==> src/tli_pkg.sv <==
// Shared types and constants of the table linear interpolator.
package tli_pkg;

  localparam int unsigned ALT_W  = 32;
  localparam int unsigned DEN_W  = 64;
  localparam int unsigned TEM_W  = 32;
  localparam int unsigned LEN_W  = 7;
  localparam int unsigned SPAN_W = ALT_W + 1;
  localparam int unsigned PROD_W = DEN_W + SPAN_W;
  localparam int unsigned CNT_W  = 7;

  localparam logic CMD_LOAD  = 1'b0;
  localparam logic CMD_QUERY = 1'b1;

  typedef enum logic [2:0] {
    ADDR_HOLD,
    ADDR_FIRST,
    ADDR_ONE,
    ADDR_LAST,
    ADDR_NEXT
  } addr_op_e;

  typedef enum logic [1:0] {
    EMIT_NONE,
    EMIT_ZERO,
    EMIT_PREV,
    EMIT_INTERP
  } emit_op_e;

  typedef struct packed {
    logic      latch_q;
    logic      load_wr;
    addr_op_e  addr_op;
    logic      cap_prev;
    logic      cap_cur;
    logic      div_start;
    logic      div_sel;
    logic      save_res;
    emit_op_e  emit_op;
  } dp_cmd_t;

  typedef struct packed {
    logic out_span;
    logic found;
    logic scan_end;
    logic div_done;
  } dp_stat_t;

endpackage

==> src/tli_ctrl.sv <==
// Sequencer for loads, breakpoint scan and the two divisions of a query.
module tli_ctrl (
  input  logic                clk_i,
  input  logic                rst_ni,
  input  logic                start_i,
  input  logic                command_i,
  input  tli_pkg::dp_stat_t   stat_i,
  output tli_pkg::dp_cmd_t    cmd_o,
  output logic                busy_o
);

  typedef enum logic [3:0] {
    S_IDLE,
    S_W0,
    S_C0,
    S_WL,
    S_CL,
    S_TST,
    S_WS,
    S_CS,
    S_DEN_GO,
    S_DEN_RUN,
    S_TMP_GO,
    S_TMP_RUN,
    S_EMIT
  } state_e;

  state_e state_q, state_d;

  always_comb begin
    cmd_o   = '0;
    state_d = state_q;
    case (state_q)
      S_IDLE: begin
        if (start_i) begin
          if (command_i == tli_pkg::CMD_LOAD) begin
            cmd_o.load_wr = 1'b1;
          end else begin
            cmd_o.latch_q = 1'b1;
            cmd_o.addr_op = tli_pkg::ADDR_FIRST;
            state_d       = S_W0;
          end
        end
      end
      S_W0: state_d = S_C0;
      S_C0: begin
        cmd_o.cap_prev = 1'b1;
        cmd_o.addr_op  = tli_pkg::ADDR_LAST;
        state_d        = S_WL;
      end
      S_WL: state_d = S_CL;
      S_CL: begin
        if (stat_i.out_span) begin
          cmd_o.emit_op = tli_pkg::EMIT_ZERO;
          state_d       = S_IDLE;
        end else begin
          cmd_o.addr_op = tli_pkg::ADDR_ONE;
          state_d       = S_TST;
        end
      end
      S_TST: begin
        if (stat_i.scan_end) begin
          cmd_o.emit_op = tli_pkg::EMIT_PREV;
          state_d       = S_IDLE;
        end else begin
          state_d = S_WS;
        end
      end
      S_WS: state_d = S_CS;
      S_CS: begin
        if (stat_i.found) begin
          cmd_o.cap_cur = 1'b1;
          state_d       = S_DEN_GO;
        end else begin
          cmd_o.cap_prev = 1'b1;
          cmd_o.addr_op  = tli_pkg::ADDR_NEXT;
          state_d        = S_TST;
        end
      end
      S_DEN_GO: begin
        cmd_o.div_start = 1'b1;
        state_d         = S_DEN_RUN;
      end
      S_DEN_RUN: begin
        if (stat_i.div_done) begin
          cmd_o.save_res = 1'b1;
          state_d        = S_TMP_GO;
        end
      end
      S_TMP_GO: begin
        cmd_o.div_start = 1'b1;
        cmd_o.div_sel   = 1'b1;
        state_d         = S_TMP_RUN;
      end
      S_TMP_RUN: begin
        cmd_o.div_sel = 1'b1;
        if (stat_i.div_done) begin
          cmd_o.save_res = 1'b1;
          state_d        = S_EMIT;
        end
      end
      S_EMIT: begin
        cmd_o.emit_op = tli_pkg::EMIT_INTERP;
        state_d       = S_IDLE;
      end
      default: state_d = S_IDLE;
    endcase
  end

  always_ff @(posedge clk_i or negedge rst_ni) begin
    if (!rst_ni) begin
      state_q <= S_IDLE;
    end else begin
      state_q <= state_d;
    end
  end

  assign busy_o = state_q != S_IDLE;

endmodule

==> config.mk <==
export PLATFORM = sky130hd
export DESIGN_NAME = tli_ctrl
export DESIGN_NICKNAME = d
export VERILOG_FILES = /design/src/tli_pkg.sv /design/src/tli_ctrl.sv
export SDC_FILE = /design/constraint.sdc
export NUM_CORES = 1
export LEC_CHECK = 0
export BUFFER_PORTS_ARGS = -buffer_cell sky130_fd_sc_hd__clkbuf_2
export CAP_MARGIN = 20
export CORE_AREA = 2 2 39 41
export CTS_CLUSTER_DIAMETER = 40
export DETAILED_ROUTE_END_ITERATION = 7
export DIE_AREA = 0 0 41 43
export PLACE_DENSITY_LB_ADDON = 0.2
export REMOVE_ABC_BUFFERS = 1
export SYNTH_ARGS = -nofsm -noshare
export SYNTH_HDL_FRONTEND = slang
export SYNTH_SLANG_ARGS = --single-unit
export TNS_END_PERCENT = 10
==> constraint.sdc <==
create_clock -name clk_i -period 1.2 [get_ports clk_i]
set_input_delay 0.24 -clock clk_i [delete_from_list [all_inputs] [get_ports clk_i]]
set_output_delay 0.24 -clock clk_i [all_outputs]
set_load 0.01 [all_outputs]
==> impl_metrics.csv, run 1 <==
group,metric,value,unit
clock_tree,htree_num_levels,1,
routing,route.antenna.remaining_nets,0,
final_layout,insertedDiodeCount,0,
final_layout,drive_gt1_frac,0.512,
power_and_ir_drop,power.leakage,0.000323,uW
routing,wire_per_inst,11.0,microns
synthesis,synth_cells,56,
synthesis,yosysWarnings,0,
timing,finalCriticalPeriod,1.71,ns
hold_path,hold_class,"input port to asynchronous set/reset pin",
timing,setup_viol,14,
clock_tree,root_buffer,"clkbuf_4",
synthesis,ys_ff_latch,4,
clock_tree,numCtsBuffers,3,
synthesis,synth_common_cells,"9 x nor2_1, 5 x a21oi_1, 5 x nand2_1, 5 x nor2b_1, 4 x dfrtp_1",
power_and_ir_drop,power.density,2520,nW/um^2
power_and_ir_drop,p_total,1610,uW
synthesis,synth_top_area_frac,0.245,
placed_design,pre_cts_slack,-0.299,ns
global_routing,grt_usage,0.135,
synthesis,yosysMostFrequentCell,"nor2_1",
final_layout,reg.largest.list,"state_q (4)",
synthesis,synth_edf_count,0,
run,cap_violations,0,
timing,setup_slack,-0.509,ns
setup_path,crit_arrival,1.47,ns
run_status,violations,"setup timing",
die,placementRows,14,
setup_path,worstSetupEndpointType,"output pin",
timing,fin_skew,0.00672,ns
final_layout,largest_register,"state_q",
global_routing,grt_pass1_vias,395,
placed_design,port_buffers,20,
synthesis,synthTopCellsByArea,"dfrtp_1 25%, nor2_1 8.3%, nor2b_1 7.7%",
timing,tightest_slew,0.268,ns
synthesis,synth_cell_type_count,23,
global_routing,antenna_found_initial,0,
synthesis,yosysSeqAreaShare,0.245,
setup_path,cp_slowest_stage_delay,0.54,ns
setup_path,cp.required,0.96,ns
setup_path,crit_fanout,3,
die,core-area,1380,sq um
synthesis,yosys.area.top_type,"dfrtp_1",
setup_path,slowest_stage,"or4_4",
routing,drt-total-wl,1070,microns
synthesis,synthArstFlopShare,1.00,
routing,firstDrtPassIters,3,
synthesis,ys.flop_type,"dfrtp_1",
global_routing,overflow,0,
power_and_ir_drop,ir_worst_vdd,1.19,mV
placed_design,placed_cell_area,543,sq um
final_layout,post-route-util,0.462,
timing,hold_viol,0,
die,die-height,43,microns
clock_tree,clkSlewWorstSetupHoldPaths,0.04,ns
clock_tree,cts.sinks,4,
die,die_w,41,microns
die,die-area,1760,sq um
setup_path,critical_path_class,"register to output pin",
timing,fin_setup_tns,-4.39,ns
timing,timing.final.crit_share,1.42,
die,io_pins,21,
synthesis,avgSynthCellArea,7.28,sq um
setup_path,cp-start-kind,"register",
timing,max_freq,585,MHz
placed_design,place.gp.congestion,0.698,
die,start_util,0.295,
run_status,status,"finished with violations",
timing,report.final.slew_viol_count,0,
routing,first_iter_violations,11,
routing,drc_errors,0,
global_routing,grt_pass1_wl,1590,microns
final_layout,final_nets,92,
timing,relSlewSlack,0.819,
clock_tree,cts_tree,"built",
final_layout,synthToLayoutAreaGrowth,56.7,%
routing,vias,481,
clock_tree,cts.path.max_buffers,2,
global_routing,grt_max_degree,17,
routing,via_per_inst,4.91,
clock_tree,clk-insertion-delay-late,0.24,ns
setup_path,cp_cell_sequence,"or4_4, nor3b_2, buf_2",
timing,rsz0062_at_grt,"true",
synthesis,synth_area,408,sq um
final_layout,fillers,149,
placed_design,dpl.hpwl,729,microns
final_layout,largest_reg_flops,4,
final_layout,final_cell_area,639,sq um
## final timing paths
kind,start,to,slack [ns],cells after the start
min in group clk_i,command_i,state_q[2],0.34,3
hold / removal,rst_ni,state_q[3],0.34,2
hold reg to reg,state_q[1],state_q[1],0.62,2
setup / recovery,state_q[0],cmd_o[10],-0.51,3
setup reg to reg,state_q[0],state_q[2],-0.17,4
max in group asynchronous,rst_ni,state_q[2],0.73,2
## final cells by class
cell class | count | area (sq um) | area share
Clock buffer | 3 | 22.5 | 0.0352
Tap cell | 16 | 20.0 | 0.0313
Timing Repair Buffer | 27 | 163 | 0.254
Multi-Input combinational cell | 45 | 323 | 0.505
Inverter | 3 | 11.3 | 0.0176
Sequential cell | 4 | 100 | 0.157
## logic make-up after synthesis
family | after synthesis | share of synthesized area
AOI/OAI and AO/OA | 15 | 0.242
buffers and inverters | 7 | 0.0828
DFF | 4 | 0.245
and+or+nand+nor | 30 | 0.429
## cells in the final DEF, fill, tap and decap left out, types with 3 or more instances in the layout
cell      count
buf_2         4
nor2b_1       3
a21oi_1       4
clkbuf_4      3
dfrtp_1       4
nor2_1        8
buf_4         4
nand2_1       5
inv_1         3
clkbuf_2     16
## per-layer routing
layer  part of all wire  vias up  global-route usage  routed length (microns)
li1                   -      248                   -                        -
met1               0.48      217               0.162                      519
met2               0.44       16               0.197                      473
met3              0.074        0              0.0628                       80
met4                  0        0              0.0600                        0
met5                  0        -                   0                        0
## critical path: cells and delay by family, from the launching register on
kind / cells / cell delay [ns]
simple gates: 2 / 0.70
flops: 1 / 0.38
buf+inv: 1 / 0.14
## per-stage QoR
stage	hold slack, ns	instances
after floorplan	-0.0556	52
after global routing	0.329	98
after CTS	0.335	98
after global placement	0.0492	93
after detailed placement	0.0501	93
final	0.339	98
## what timing repair did
action                                  in CTS  in global routing
resized for setup                            4                 12
endpoints found under the hold margin        4                  0
hold buffers                                 1                  0
pin swaps                                    2                  0
setup buffers                                1                  0
endpoints found under the setup margin      14                 15
## where the power goes
| part | internal [uW] | switching [uW] |
|---|---|---|
| logic | 572 | 617 |
| registers | 204 | 42.4 |
| clock network | 112 | 62.5 |
| total | 888 | 721 |
Note: power is estimated with default switching activity, not from simulation.
==> inputs of run 2 (changes only) <==
- RECOVER_POWER: unset -> 25
==> run 2 against run 1 <==
Against the previous run: the flow still finishes with violations (setup timing); non-clock buffer count did not move; count of clock-buffer cells in the layout did not move; via count did not move; fmax barely moved; critical endpoint unchanged; largest cell class unchanged; largest power group unchanged.
==> impl_metrics.csv, run 2 (same netlist as run 1, synthesis figures left out) <==
group,metric,value,unit
run_status,status,"finished with violations",
run_status,violations,"setup timing",
final_layout,final_nets,92,
clock_tree,clk-insertion-delay-late,0.24,ns
die,die-height,43,microns
global_routing,grt_pass1_vias,395,
clock_tree,numCtsBuffers,3,
final_layout,synthToLayoutAreaGrowth,56.4,%
timing,timing.final.crit_share,1.42,
routing,first_iter_violations,8,
final_layout,multi_input_area,323,sq um
placed_design,dpl.hpwl,729,microns
setup_path,r2r_end,"state_q[2]",
die,die_w,41,microns
clock_tree,clkSlewWorstSetupHoldPaths,0.04,ns
setup_path,crit_fanout,3,
global_routing,grt_max_degree,17,
setup_path,worstSetupEndpointType,"output pin",
global_routing,grt_pass1_wl,1590,microns
timing,rsz0062_at_grt,"true",
hold_path,hold_start,"command_i",
routing,wire_per_inst,10.9,microns
placed_design,place.gp.congestion,0.698,
global_routing,antenna_found_initial,0,
hold_path,hold_class,"input port to register",
setup_path,reg2reg_from,"state_q[0]",
global_routing,grt_usage,0.135,
setup_path,r2r_cells,4,
die,placementRows,14,
timing,max_freq,585,MHz
run,cap_violations,0,
final_layout,seq_area,100,sq um
final_layout,fillers,150,
timing,tightest_slew,0.268,ns
die,start_util,0.295,
final_layout,layout_commonest_cell,"clkbuf_2",
placed_design,pre_cts_slack,-0.299,ns
setup_path,cp-start-kind,"register",
routing,route.antenna.remaining_nets,0,
power_and_ir_drop,ir_worst_vdd,1.19,mV
clock_tree,htree_num_levels,1,
final_layout,mostFrequentLayoutCells,"15 x clkbuf_2, 8 x nor2_1, 5 x nand2_1",
routing,firstDrtPassIters,3,
routing,vias,481,
routing,drt-total-wl,1070,microns
setup_path,crit_arrival,1.47,ns
timing,fin_skew,0.00668,ns
timing,relSlewSlack,0.819,
hold_path,whs_path_depth,3,
die,core-area,1380,sq um
timing,hold_viol,0,
timing,fin_setup_tns,-4.38,ns
placed_design,port_buffers,20,
clock_tree,cts.path.max_buffers,2,
hold_path,whs_endpoint,"state_q[2]",
timing,report.final.slew_viol_count,0,
routing,drc_errors,0,
die,die-area,1760,sq um
setup_path,reg2reg_slack,-0.17,ns
global_routing,overflow,0,
timing,finalCriticalPeriod,1.71,ns
clock_tree,cts.sinks,4,
setup_path,critical_path_class,"register to output pin",
final_layout,insertedDiodeCount,0,
routing,via_per_inst,4.91,
final_layout,largest_register,"state_q",
setup_path,cp.required,0.96,ns
timing,setup_viol,14,
final_layout,reg.largest.list,"state_q (4)",
power_and_ir_drop,power.density,2520,nW/um^2
power_and_ir_drop,power.leakage,0.000320,uW
clock_tree,root_buffer,"clkbuf_4",
die,io_pins,21,
final_layout,drive_gt1_frac,0.500,
final_layout,largest_reg_flops,4,
timing,setup_slack,-0.508,ns
clock_tree,cts_tree,"built",
-- run 2: how the worst max path moves through the flow --
stage | start | to | slack, ns
after floorplan | state_q[0] | cmd_o[10] | -0.38
after CTS | state_q[2] | cmd_o[10] | -0.52
after detailed placement | state_q[1] | cmd_o[10] | -0.30
final | state_q[0] | cmd_o[10] | -0.51
after global routing | state_q[2] | cmd_o[10] | -0.58
after global placement | state_q[1] | cmd_o[10] | -0.29
-- run 2: cell type report --
type                            instances  share of cell area
Sequential cell                         4               0.157
Tap cell                               16              0.0314
Clock buffer                            3              0.0353
Inverter                                3              0.0176
Multi-Input combinational cell         45               0.506
Timing Repair Buffer                   27               0.253
-- run 2: worst max-delay path, cell delays in order (launching register included) --
cell	delay, ns
dfrtp_1	0.38
or4_4	0.54
nor3b_2	0.16
buf_2	0.14
-- run 2: stage by stage --
stage                     power, uW  area (sq um)  hold WS (ns)  std cells  utilization
after floorplan                 880           385       -0.0556         52            -
after global placement         1240           543        0.0492         93        0.392
after detailed placement       1250           543        0.0501         93        0.392
after CTS                      1530           607         0.335         98        0.439
after global routing           1750           638         0.329         98        0.461
final                          1610           638         0.345         98        0.461
-- run 2: layer usage --
metal	global-route usage	part of all wire
met1	0.162	0.48
met2	0.197	0.44
met3	0.0628	0.075
met4	0.0600	0
met5	0	0
-- run 2: timing repair --
action	CTS	global route
gates resized for setup	4	12
setup buffers	1	0
endpoints found under the setup margin	14	15
hold buffers	1	0
cloned	0	0
pin swaps	2	0
endpoints found under the hold margin	4	0
-- run 2: power breakdown --
part,leakage (uW),internal [uW],switching [uW]
registers,0.0000502,204,42.4
clock network,0.0000138,112,62.3
logic,0.000256,571,617
total,0.000320,888,721
==> inputs of run 3 (changes only) <==
- GPL_ROUTABILITY_DRIVEN: unset -> 0
- SKIP_LAST_GASP: unset -> 1
- clock period: 1.2 -> 2.1 ns (I/O delays scaled with it)
==> run 3 against run 2 <==
Against the previous run: the flow now finishes without violations; sequential power shrank 45%; register-to-register slack gained 0.95 ns; flip-flop and latch count is the same; utilization shrank 5.2 points; clock power shrank 46%; die area is the same; non-clock buffer count shrank 2; critical path depth is the same; via count shrank 6.2%; wire length shrank 10%; cell count shrank 2.0%; hold slack gained 0.13 ns; critical endpoint unchanged; highest routed layer unchanged.
==> impl_metrics.csv, run 3 (same netlist as run 1, synthesis figures left out) <==
group,metric,value,unit
run_status,status,"completed",
die,die-area,1760,sq um
die,placementRows,14,
final_layout,largest_reg_flops,4,
setup_path,crit_buf_inv,1,
power_and_ir_drop,p_int,437,uW
setup_path,cp.depth,3,
setup_path,cp_cell_sequence,"or4_4, nor3b_2, clkbuf_2",
setup_path,r2r_end,"state_q[2]",
timing,setup_viol,0,
power_and_ir_drop,ir_worst_vdd,0.651,mV
clock_tree,cts_tree,"built",
final_layout,final_nets,90,
timing,rsz0062_at_grt,"false",
global_routing,grt_max_degree,17,
routing,vias,451,
setup_path,crit_arrival,1.49,ns
setup_path,reg2reg_from,"state_q[3]",
placed_design,port_buffers,20,
timing,timing.final.crit_share,0.910,
final_layout,mostFrequentLayoutCells,"19 x clkbuf_2, 9 x nor2_1, 5 x nand2_1, 5 x nor2b_1, 5 x a21oi_1",
power_and_ir_drop,power_frac_comb,0.713,
power_and_ir_drop,power.density,1410,nW/um^2
hold_path,hold_class,"input port to register",
timing,max_freq,523,MHz
final_layout,post-route-util,0.410,
setup_path,critical_path_class,"register to output pin",
die,start_util,0.295,
setup_path,r2r_cells,4,
routing,route.antenna.remaining_nets,0,
final_layout,layout_commonest_cell,"clkbuf_2",
timing,setup_slack,0.190,ns
setup_path,worstSetupEndpointType,"output pin",
timing,report.final.slew_viol_count,0,
global_routing,grt_usage,0.126,
power_and_ir_drop,power_switching,363,uW
final_layout,drive_gt1_frac,0.375,
final_layout,largest_register,"state_q",
final_layout,instances_no_fill,96,
global_routing,grt_pass1_vias,369,
timing,relSlewSlack,0.819,
timing,fin_hold_ws,0.470,ns
setup_path,slowest_stage,"or4_4",
global_routing,overflow,0,
power_and_ir_drop,power.leakage,0.000291,uW
routing,drc_errors,0,
power_and_ir_drop,switching_share,0.454,
run,cap_violations,0,
die,core-area,1380,sq um
hold_path,whs_endpoint,"state_q[3]",
placed_design,dpl.hpwl,724,microns
power_and_ir_drop,p_clk_frac,0.118,
setup_path,cp.required,1.68,ns
timing,tightest_slew,0.268,ns
global_routing,grt_pass1_wl,1510,microns
setup_path,crit_family,"simple AND/OR/NAND/NOR gates",
clock_tree,root_buffer,"clkbuf_4",
routing,drt-total-wl,964,microns
clock_tree,cts.path.max_buffers,2,
clock_tree,clk-insertion-delay-late,0.24,ns
clock_tree,numCtsBuffers,3,
routing,firstDrtPassIters,4,
setup_path,cp_slowest_stage_delay,0.57,ns
final_layout,insertedDiodeCount,0,
hold_path,whs_path_depth,3,
placed_design,pre_cts_slack,0.430,ns
die,die-height,43,microns
final_layout,synthToLayoutAreaGrowth,39.0,%
die,io_pins,21,
timing,hold_viol,0,
setup_path,reg2reg_slack,0.78,ns
routing,wire_per_inst,10.0,microns
setup_path,crit_fanout,4,
routing,via_per_inst,4.70,
timing,finalCriticalPeriod,1.91,ns
power_and_ir_drop,sequentialPowerShare,0.169,
clock_tree,cts.sinks,4,
clock_tree,htree_num_levels,1,
clock_tree,ctsResizeCount,0,
hold_path,hold_start,"stat_i[2]",
clock_tree,clkSlewWorstSetupHoldPaths,0.04,ns
placed_design,post-place-cells,92,
timing,fin_setup_tns,0,ns
global_routing,antenna_found_initial,0,
final_layout,reg.largest.list,"state_q (4)",
routing,first_iter_violations,2,
timing,fin_skew,0.00392,ns
die,die_w,41,microns
setup_path,cp-start-kind,"register",
## run 3: cell types whose count changed in the layout (fill, tap and decap cells not counted), moves of 2 or more
| cell | before | now |
|---|---|---|
| buf_2 | 4 | 0 |
| buf_6 | 2 | 0 |
| clkbuf_2 | 15 | 19 |
| nand2b_1 | 1 | 3 |
| nand2b_4 | 2 | 0 |
| nor2b_1 | 3 | 5 |
## run 3: how the worst max path moves through the flow
stage	start	end
4_1_cts	state_q[1]	cmd_o[10]
5_1_grt	state_q[1]	cmd_o[10]
2_1_floorplan	state_q[0]	cmd_o[10]
3_5_place_dp	state_q[1]	cmd_o[10]
6_report	state_q[1]	cmd_o[10]
3_3_place_gp	state_q[1]	cmd_o[10]
## run 3: final cells by class
| class | count | area [sq um] |
|---|---|---|
| Fill cell | 158 | 817 |
| Multi-Input combinational cell | 45 | 274 |
| Sequential cell | 4 | 100 |
| Clock buffer | 3 | 22.5 |
| Inverter | 3 | 11.3 |
| Tap cell | 16 | 20.0 |
| Timing Repair Buffer | 25 | 139 |
## run 3: what timing repair did
item                      4_1_cts  5_1_grt
hold endpoints to repair        4        0
buffers inserted                0        0
hold buffers                    1        0
## run 3: tightest hold or removal path, cell delays in order
cell	delay, ns
clkbuf_2	0.11
nand2_1	0.07
nand2_1	0.07
## run 3: through the flow
stage          instance area, sq um  total power (uW)
2_1_floorplan                   385               503
3_3_place_gp                    536               711
3_5_place_dp                    536               712
4_1_cts                         568               815
5_1_grt                         567               889
6_report                        567               800
## run 3: power by group through the flow
stage	combinational, uW	sequential (uW)	clock [uW]
final	570	135	94.8
after global routing	645	139	105
after CTS	580	136	99.1
after detailed placement	576	135	0
after global placement	576	135	0
after floorplan	294	209	0
## run 3: metal layers
layer,up-vias,track usage,part of all wire
met5,-,0,0
met4,0,0.0400,0
met3,0,0.0471,0.076
met2,17,0.175,0.44
met1,188,0.174,0.49
li1,246,-,-
